===== src/hw/rtl/ghix_pkg.sv =====
// Package for the generalized Hilbert index-to-coordinate block.
// Holds shared constants, the controller state type and the command and status structs.
package ghix_pkg;

    localparam int CFG_BITS       = 13;
    localparam int CFG_INDEX_BITS = 2;
    localparam int COORD_BITS_DEF = 12;
    localparam int INDEX_BITS_DEF = 32;

    localparam logic [CFG_INDEX_BITS-1:0] REG_GRID_WIDTH  = 2'd0;
    localparam logic [CFG_INDEX_BITS-1:0] REG_GRID_HEIGHT = 2'd1;

    typedef enum logic [2:0] {
        ST_IDLE,
        ST_DIV,
        ST_WALK_A,
        ST_WALK_B,
        ST_OUT
    } ghix_state_t;

    typedef struct packed {
        logic load;
        logic div_step;
        logic walk_eval;
        logic walk_update;
    } ghix_cmd_t;

    typedef struct packed {
        logic div_last;
        logic walk_end;
    } ghix_status_t;

endpackage


===== src/hw/rtl/ghix_ctrl.sv =====
// Controller state machine for the generalized Hilbert index-to-coordinate block.
// Depends on ghix_pkg; drives the datapath through ghix_cmd_t.
module ghix_ctrl (
    input  logic                  clk,
    input  logic                  rst_n,
    input  logic                  start,
    input  ghix_pkg::ghix_status_t status,
    output ghix_pkg::ghix_cmd_t   cmd,
    output logic                  busy,
    output logic                  done
);
    import ghix_pkg::*;

    ghix_state_t state_reg;
    ghix_state_t state_next;

    always_ff @(posedge clk or negedge rst_n)
    begin
        if (!rst_n)
        begin
            state_reg <= ST_IDLE;
        end
        else
        begin
            state_reg <= state_next;
        end
    end

    always_comb
    begin
        state_next = state_reg;
        cmd        = '0;
        case (state_reg)
            ST_IDLE:
            begin
                if (start)
                begin
                    cmd.load   = 1'b1;
                    state_next = ST_DIV;
                end
            end
            ST_DIV:
            begin
                cmd.div_step = 1'b1;
                if (status.div_last)
                begin
                    state_next = ST_WALK_A;
                end
            end
            ST_WALK_A:
            begin
                cmd.walk_eval = 1'b1;
                state_next    = status.walk_end ? ST_OUT : ST_WALK_B;
            end
            ST_WALK_B:
            begin
                cmd.walk_update = 1'b1;
                state_next      = ST_WALK_A;
            end
            ST_OUT:
            begin
                state_next = ST_IDLE;
            end
            default:
            begin
                state_next = ST_IDLE;
            end
        endcase
    end

    assign busy = (state_reg != ST_IDLE);
    assign done = (state_reg == ST_OUT);

    // An accepted item always reaches the division phase first.
    a_start_to_div: assert property (@(posedge clk) disable iff (!rst_n)
        start && !busy |=> state_reg == ST_DIV)
        else $error("accepted item did not enter division");

    // A result is only shown after the walk has reached its last rectangle.
    a_done_after_walk: assert property (@(posedge clk) disable iff (!rst_n)
        $rose(done) |-> $past(state_reg) == ST_WALK_A && $past(status.walk_end))
        else $error("result shown without finished walk");

    // The strobe lasts one cycle and the block is free right after it.
    a_done_single: assert property (@(posedge clk) disable iff (!rst_n)
        done |=> !done && !busy)
        else $error("result strobe longer than one cycle");

endmodule


===== src/hw/rtl/ghix_datapath.sv =====
// Datapath for the generalized Hilbert index-to-coordinate block: restoring
// divider by the grid area and the rectangle-splitting walk. Depends on ghix_pkg.
module ghix_datapath #(
    parameter int COORD_BITS = ghix_pkg::COORD_BITS_DEF,
    parameter int INDEX_BITS = ghix_pkg::INDEX_BITS_DEF
) (
    input  logic                          clk,
    input  logic                          rst_n,
    input  ghix_pkg::ghix_cmd_t           cmd,
    output ghix_pkg::ghix_status_t        status,
    input  logic [ghix_pkg::CFG_BITS-1:0] grid_width,
    input  logic [ghix_pkg::CFG_BITS-1:0] grid_height,
    input  logic [INDEX_BITS-1:0]         task_index,
    output logic [INDEX_BITS-1:0]         outer_index,
    output logic [COORD_BITS-1:0]         m_coord,
    output logic [COORD_BITS-1:0]         n_coord
);
    import ghix_pkg::*;

    localparam int DW  = (COORD_BITS + 1 > CFG_BITS) ? COORD_BITS + 1 : CFG_BITS;
    localparam int MW  = COORD_BITS + 1;
    localparam int SW  = COORD_BITS + 3;
    localparam int PW  = 2 * COORD_BITS + 2;
    localparam int CNW = (INDEX_BITS > 1) ? $clog2(INDEX_BITS) : 1;
    localparam logic [DW-1:0]  DIM_TOP  = DW'(1) << COORD_BITS;
    localparam logic [CNW-1:0] CNT_LAST = CNW'(INDEX_BITS - 1);

    function automatic logic [MW-1:0] clamp_dim(input logic [CFG_BITS-1:0] v);
        logic [DW-1:0] e;
        e = DW'(v);
        if (e == '0)
        begin
            return MW'(1);
        end
        else if (e > DIM_TOP)
        begin
            return MW'(DIM_TOP);
        end
        return MW'(e);
    endfunction

    function automatic logic [MW-1:0] mag(input logic signed [SW-1:0] v);
        return v[SW-1] ? MW'(-v) : MW'(v);
    endfunction

    function automatic logic signed [SW-1:0] sgn(input logic signed [SW-1:0] v);
        if (v > 0)
        begin
            return SW'(1);
        end
        else if (v < 0)
        begin
            return -SW'(1);
        end
        return '0;
    endfunction

    // Divider state.
    logic [INDEX_BITS-1:0] quo_reg;
    logic [PW-1:0]         rem_reg;
    logic [PW-1:0]         area_reg;
    logic [CNW-1:0]        cnt_reg;

    // Walk state.
    logic signed [SW-1:0] ax_reg, ay_reg, bx_reg, by_reg;
    logic signed [SW-1:0] x_reg, y_reg;
    logic [PW-1:0]        cur_reg;
    logic signed [SW-1:0] ax2_reg, ay2_reg, bx2_reg, by2_reg;
    logic                 long_reg;
    logic [PW-1:0]        p1_reg, p2_reg;

    logic [MW-1:0] w_cl, h_cl;
    logic          along_w;
    logic [PW:0]   rem_shift;
    logic          rem_ge;

    logic signed [SW-1:0] sa, sb, sb2;
    logic [MW-1:0]        wv, hv, a2m, b2m;
    logic                 is_long;
    logic signed [SW-1:0] ax2, ay2, bx2, by2;
    logic [PW-1:0]        m1, m2, di;
    logic signed [SW-1:0] di_s;
    logic [PW:0]          p12;

    always_comb
    begin
        w_cl    = clamp_dim(grid_width);
        h_cl    = clamp_dim(grid_height);
        along_w = ((w_cl >= h_cl) && (!w_cl[0] || h_cl[0])) || !(w_cl[0] || !h_cl[0]);
        rem_shift = {rem_reg, quo_reg[INDEX_BITS-1]};
        rem_ge    = rem_shift >= {1'b0, area_reg};
    end

    always_comb
    begin
        sa      = ax_reg + ay_reg;
        sb      = bx_reg + by_reg;
        wv      = mag(sa);
        hv      = mag(sb);
        is_long = ({2'b00, wv} << 1) > ({2'b00, hv} + ({2'b00, hv} << 1));
        ax2     = ax_reg >>> 1;
        ay2     = ay_reg >>> 1;
        bx2     = bx_reg >>> 1;
        by2     = by_reg >>> 1;
        a2m     = mag(ax2 + ay2);
        b2m     = mag(bx2 + by2);
        if (is_long)
        begin
            if (a2m[0] && wv > MW'(2))
            begin
                ax2 = ax2 + sgn(ax_reg);
                ay2 = ay2 + sgn(ay_reg);
            end
        end
        else if (b2m[0] && hv > MW'(2))
        begin
            bx2 = bx2 + sgn(bx_reg);
            by2 = by2 + sgn(by_reg);
        end
        a2m  = mag(ax2 + ay2);
        b2m  = mag(bx2 + by2);
        sb2  = bx2 + by2;
        m1   = is_long ? PW'(a2m) * PW'(hv) : PW'(b2m) * PW'(a2m);
        m2   = PW'(wv) * PW'(mag(sb - sb2));
        di   = rem_reg - cur_reg;
        di_s = SW'(di);
        p12  = {1'b0, p1_reg} + {1'b0, p2_reg};
    end

    always_ff @(posedge clk or negedge rst_n)
    begin
        if (!rst_n)
        begin
            area_reg <= '0;
            quo_reg  <= '0;
            rem_reg  <= '0;
            cnt_reg  <= '0;
            cur_reg  <= '0;
            x_reg    <= '0;
            y_reg    <= '0;
            ax_reg   <= '0;
            ay_reg   <= '0;
            bx_reg   <= '0;
            by_reg   <= '0;
            ax2_reg  <= '0;
            ay2_reg  <= '0;
            bx2_reg  <= '0;
            by2_reg  <= '0;
            long_reg <= 1'b0;
            p1_reg   <= '0;
            p2_reg   <= '0;
        end
        else if (cmd.load)
        begin
            area_reg <= PW'(w_cl) * PW'(h_cl);
            quo_reg  <= task_index;
            rem_reg  <= '0;
            cnt_reg  <= '0;
            cur_reg  <= '0;
            x_reg    <= '0;
            y_reg    <= '0;
            if (along_w)
            begin
                ax_reg <= SW'(w_cl);
                ay_reg <= '0;
                bx_reg <= '0;
                by_reg <= SW'(h_cl);
            end
            else
            begin
                ax_reg <= '0;
                ay_reg <= SW'(h_cl);
                bx_reg <= SW'(w_cl);
                by_reg <= '0;
            end
        end
        else if (cmd.div_step)
        begin
            rem_reg <= rem_ge ? PW'(rem_shift - {1'b0, area_reg}) : PW'(rem_shift);
            quo_reg <= {quo_reg[INDEX_BITS-2:0], rem_ge};
            cnt_reg <= cnt_reg + CNW'(1);
        end
        else if (cmd.walk_eval)
        begin
            if (hv == MW'(1))
            begin
                x_reg <= x_reg + sgn(ax_reg) * di_s;
                y_reg <= y_reg + sgn(ay_reg) * di_s;
            end
            else if (wv == MW'(1))
            begin
                x_reg <= x_reg + sgn(bx_reg) * di_s;
                y_reg <= y_reg + sgn(by_reg) * di_s;
            end
            ax2_reg  <= ax2;
            ay2_reg  <= ay2;
            bx2_reg  <= bx2;
            by2_reg  <= by2;
            long_reg <= is_long;
            p1_reg   <= m1;
            p2_reg   <= m2;
        end
        else if (cmd.walk_update)
        begin
            if (long_reg)
            begin
                if (di < p1_reg)
                begin
                    ax_reg <= ax2_reg;
                    ay_reg <= ay2_reg;
                end
                else
                begin
                    cur_reg <= cur_reg + p1_reg;
                    x_reg   <= x_reg + ax2_reg;
                    y_reg   <= y_reg + ay2_reg;
                    ax_reg  <= ax_reg - ax2_reg;
                    ay_reg  <= ay_reg - ay2_reg;
                end
            end
            else if (di < p1_reg)
            begin
                ax_reg <= bx2_reg;
                ay_reg <= by2_reg;
                bx_reg <= ax2_reg;
                by_reg <= ay2_reg;
            end
            else if ({1'b0, di} < p12)
            begin
                cur_reg <= cur_reg + p1_reg;
                x_reg   <= x_reg + bx2_reg;
                y_reg   <= y_reg + by2_reg;
                bx_reg  <= bx_reg - bx2_reg;
                by_reg  <= by_reg - by2_reg;
            end
            else
            begin
                // Third part: jump to the far corner and turn back.
                cur_reg <= PW'(p12 + {1'b0, cur_reg});
                x_reg   <= x_reg + (ax_reg - sgn(ax_reg)) + (bx2_reg - sgn(bx_reg));
                y_reg   <= y_reg + (ay_reg - sgn(ay_reg)) + (by2_reg - sgn(by_reg));
                ax_reg  <= -bx2_reg;
                ay_reg  <= -by2_reg;
                bx_reg  <= -(ax_reg - ax2_reg);
                by_reg  <= -(ay_reg - ay2_reg);
            end
        end
    end

    assign status.div_last = (cnt_reg == CNT_LAST);
    assign status.walk_end = (hv == MW'(1)) || (wv == MW'(1));

    assign outer_index = quo_reg;
    assign m_coord     = x_reg[COORD_BITS-1:0];
    assign n_coord     = y_reg[COORD_BITS-1:0];

endmodule


===== src/hw/rtl/generalized_hilbert_index_to_xy.sv =====
// Top level of the generalized Hilbert index-to-coordinate block.
// Depends on ghix_pkg, ghix_ctrl and ghix_datapath.
//
// Usage: write grid_width (index 0) and grid_height (index 1) through the
// cfg_we / cfg_index / cfg_data port while the block is idle. A write to any
// other index is ignored. Raise start with task_index while busy is low; the
// item is taken at that clock edge and busy rises.
// Each item first goes through a restoring divider by the grid area, one
// quotient bit per cycle, which gives outer_index and the position on the
// curve. The walk then narrows the rectangle level by level: each level
// first forms the split products (ST_WALK_A), then picks the part that
// holds the position (ST_WALK_B). The block is idle in the cycle after
// done and takes no new item before then.
// The result (outer_index, m_coord, n_coord) is valid for the one cycle in
// which done is high; the receiver cannot stall it, so it must take it then.
// Reset sets both grid dimensions to 1 and returns the block to idle.
module generalized_hilbert_index_to_xy #(
    parameter int COORD_BITS = ghix_pkg::COORD_BITS_DEF,
    parameter int INDEX_BITS = ghix_pkg::INDEX_BITS_DEF
) (
    input  logic                                clk,
    input  logic                                rst_n,
    input  logic                                cfg_we,
    input  logic [ghix_pkg::CFG_INDEX_BITS-1:0] cfg_index,
    input  logic [ghix_pkg::CFG_BITS-1:0]       cfg_data,
    input  logic                                start,
    input  logic [INDEX_BITS-1:0]               task_index,
    output logic                                busy,
    output logic                                done,
    output logic [INDEX_BITS-1:0]               outer_index,
    output logic [COORD_BITS-1:0]               m_coord,
    output logic [COORD_BITS-1:0]               n_coord
);
    import ghix_pkg::*;

    logic [CFG_BITS-1:0] grid_width_reg;
    logic [CFG_BITS-1:0] grid_height_reg;
    ghix_cmd_t           cmd;
    ghix_status_t        status;

    // Configuration registers; dimensions are clamped in the datapath.
    always_ff @(posedge clk or negedge rst_n)
    begin
        if (!rst_n)
        begin
            grid_width_reg  <= CFG_BITS'(1);
            grid_height_reg <= CFG_BITS'(1);
        end
        else if (cfg_we)
        begin
            if (cfg_index == REG_GRID_WIDTH)
            begin
                grid_width_reg <= cfg_data;
            end
            else if (cfg_index == REG_GRID_HEIGHT)
            begin
                grid_height_reg <= cfg_data;
            end
        end
    end

    ghix_ctrl u_ctrl (
        .clk    (clk),
        .rst_n  (rst_n),
        .start  (start),
        .status (status),
        .cmd    (cmd),
        .busy   (busy),
        .done   (done)
    );

    ghix_datapath #(
        .COORD_BITS (COORD_BITS),
        .INDEX_BITS (INDEX_BITS)
    ) u_datapath (
        .clk         (clk),
        .rst_n       (rst_n),
        .cmd         (cmd),
        .status      (status),
        .grid_width  (grid_width_reg),
        .grid_height (grid_height_reg),
        .task_index  (task_index),
        .outer_index (outer_index),
        .m_coord     (m_coord),
        .n_coord     (n_coord)
    );

endmodule


===== config.mk =====
export PLATFORM = sky130hd
export DESIGN_NAME = generalized_hilbert_index_to_xy
export DESIGN_NICKNAME = d
export VERILOG_FILES = /design/src/hw/rtl/ghix_pkg.sv /design/src/hw/rtl/ghix_ctrl.sv /design/src/hw/rtl/ghix_datapath.sv /design/src/hw/rtl/generalized_hilbert_index_to_xy.sv
export SDC_FILE = /design/constraint.sdc
export NUM_CORES = 2
export LEC_CHECK = 0
export BUFFER_PORTS_ARGS = -buffer_cell sky130_fd_sc_hd__buf_2
export CAP_MARGIN = 20
export CORE_UTILIZATION = 60
export CTS_BUF_LIST = sky130_fd_sc_hd__clkbuf_8
export CTS_CLUSTER_SIZE = 24
export DETAILED_ROUTE_END_ITERATION = 6
export HOLD_SLACK_MARGIN = 0.06
export PLACE_DENSITY = 0.77
export SLEW_MARGIN = 5
export SYNTH_ARGS = -nofsm -noshare
export SYNTH_HDL_FRONTEND = slang
export SYNTH_SLANG_ARGS = --single-unit

===== constraint.sdc =====
create_clock -name clk -period 23.4 [get_ports clk]
set_input_delay 7.02 -clock clk [delete_from_list [all_inputs] [get_ports clk]]
set_output_delay 7.02 -clock clk [all_outputs]
set_load 0.05 [all_outputs]

==> impl_results.md <==
- Number of synthesized flops with an enable pin: 0
- Setup CP Type: reg2reg
- Hold Fails Final Rpt: 0
- Clock period minus final worst setup slack: 18.90 ns
- Setup TNS: 0 ns
- Multi-input logic area: approximately 54,000 um2
- CP max-delay cell: o41ai_1
- Cells after Synth: 8,101
- DIE AREA: 115,000 um2
- Synth Flop Type: dfrtp_1
- Seq/Total Area, Yosys: 12.5%
- Post-synthesis register bit count: 341
- Antenna violations before repair: 2
- Fin area: 72,200 um2
- Post-DR wirelength/cell: 21.7 um
- Final WS setup: 4.50 ns
- Status: complete, but fails checks
- Post-Route WL: roughly 210,000 um
- FF+latch area: 8540 um2
- Crit path buf inv count: 13
- Most frequent cells in the layout: 1,191 x inv_1, 981 x ha_1, 773 x nand2_1, 693 x fa_1, 551 x o21ai_0
- Worst Skew: 0.0503 ns
- First-pass GRT wire length: 333,000 um
- Hold Path Class: reg2reg
- Final Util: 64.1%
- # rows: approximately 120
- Port Buffers: 108
- Mapped cell area: 68,200 um2
- Initial DRC Count: 5,172
- Avg Cell Area, Syn: 8.42 um2
- Largest register FFs: 32
- Commonest non-fill, non-tap cell in the layout: inv_1
- RD Place Congestion: ~1
- Vias in the first global route: 60,298
- Clk buf depth: 3
- TritonCTS buffer count: 70
- CP endpoint kind: flip-flop
- Via count: 59,354
- Post-synthesis cell type count: 90
- RSZ-0062 raised after global routing: false
- Placed cell area: 70,600 um2
- Placeable Area: 113,000 um2
- CTS resizes: 0
- Final ANT Viol Nets: 0
- CP required: ~24 ns
- Final setup viols: 0
- Hold Buf Count CTS: 0
- Initial DRT Pass Iterations: 7
- Register-to-register setup slack: 4.50 ns
- Failing checks: design-rule violations
- CP arrival: 19.46 ns
- Synth async-reset ratio: 100%
- Post-CTS Setup Repair Bufs: 0
- H-tree levels: 3
- Final net count: 9,836
- Clk Latency, worst-skew pair: 0.74 ns
- Ports: about 110
- Number of fill cells in the layout: slightly below 10,000
- Grt ovf: 0
- Max Cap Viol: 0
- Tcrit/Tclk final: between 80% and 90%
- CP top delay family: compound AO/OA/AOI/OAI gates
- Clock-pin slew on the worst setup and hold paths: around 0.07 ns
- Layout cell share with drive strength beyond 1: 6.49%
- Synth-to-layout area growth: 5.95%
- Yosys warnings: 0
- Via/cell ratio: 6.14
- Die Ht: 339 um
- TritonCTS clock tree: yes
- CP Max Fanout: 38
- Gr usage total: 36.7%
- Least-Margin Pin Slew: 1.15 ns
- Fmax: around 0.053 GHz
- Pins over their slew limit: 0
- DRC violations left: 9
- Startpoint types: flip-flop
- Die X: between 300 and 400 um
- CP max stage delay: between 0.8 and 0.9 ns
- Hpwl dp: 167,000 um
- Initial Util: 60.5%
- Max-slew headroom: a little under a quarter
- Clock root buffer: clkbuf_8
- Syn Nets: just under 10,000
- Worst slack, placed: ~4.5 ns
- Largest net degree at the start of global routing: 116
- CP most frequent cell: inv_1
- Clock sink total: 341
layout make-up:
cell class / instances / area share (%)
multi-input combinational: 6291 / 75.3
sequential: 341 / 11.8
inverter: 1181 / 6.14
tap: 1500 / 2.60
timing repair buffer: 226 / 2.01
clock buffer: 86 / 1.64
clock inverter: 38 / 0.527
antenna: 2 / 0.00693
Yosys cell counts (all sizes together), types with 62 or more instances:
| cell | n | area [um2] |
|---|---|---|
| dfrtp | 339 | 8480 |
| mux2 | 136 | 1600 |
| ha | 981 | 12300 |
| xnor2 | 378 | 3310 |
| nand2 | 773 | 2900 |
| fa | 693 | 13900 |
| o211ai | 62 | 465 |
| o21ai | 563 | 2820 |
| nor3 | 123 | 616 |
| nor2 | 544 | 2040 |
| a21o | 164 | 1230 |
| and2 | 94 | 588 |
| nand3 | 84 | 420 |
| o21a | 125 | 938 |
| clkbuf | 252 | 946 |
| nor2b | 87 | 544 |
| xor2 | 177 | 1550 |
| o21bai | 68 | 510 |
| inv | 1178 | 4420 |
| a21oi | 422 | 2120 |
metal layers:
layer,share of wire [%],global-route usage (%),up-vias
met5,0,0,-
met4,7.3,22.9,0
met3,8.3,6.30,632
met2,44,57.7,2519
met1,40,47.2,28885
li1,-,-,27318
stage by stage:
step           cells  hold WS (ns)
2_1_floorplan   8101         0.445
3_3_place_gp    9531         0.464
3_5_place_dp    9531         0.473
4_1_cts         9655         0.488
5_1_grt         9664         0.509
6_report        9665         0.480
path summary, 6_finish.rpt:
path	startpoint	endpoint	depth (start not counted)
max reg2reg	u_datapath.by_reg[0]	u_datapath.p2_reg[24]	75
max	u_datapath.by_reg[0]	u_datapath.p2_reg[24]	75
min	u_datapath.area_reg[13]	u_datapath.area_reg[13]	2
min reg2reg	u_datapath.area_reg[13]	u_datapath.area_reg[13]	2
max in group asynchronous	rst_n	u_datapath.p2_reg[17]	3
min in group asynchronous	rst_n	u_datapath.outer_index[9]	1
worst min-delay path, cell delays in order (launching register included):
cell	delay [ns]
dfrtp_1	0.35
nand2_1	0.05
o31ai_1	0.05
cells by family (layout without fill, tap and decap cells):
group	count (synthesis)	count (layout)	synth area share, %
AND/OR/NAND/NOR	2016	2016	13.5
AO/OA/AOI/OAI	1860	1860	17.2
adder cells (fa/ha/maj)	1674	1674	38.3
flip-flops	341	341	12.5
other	0	2	0
buffers and inverters	1469	1531	8.16
XOR/XNOR	556	556	7.16
multiplexers	185	185	3.10
Power is left out: the tool's default activity adds up to more than one toggle a clock period on the data nets, which glitch-free logic cannot reach.
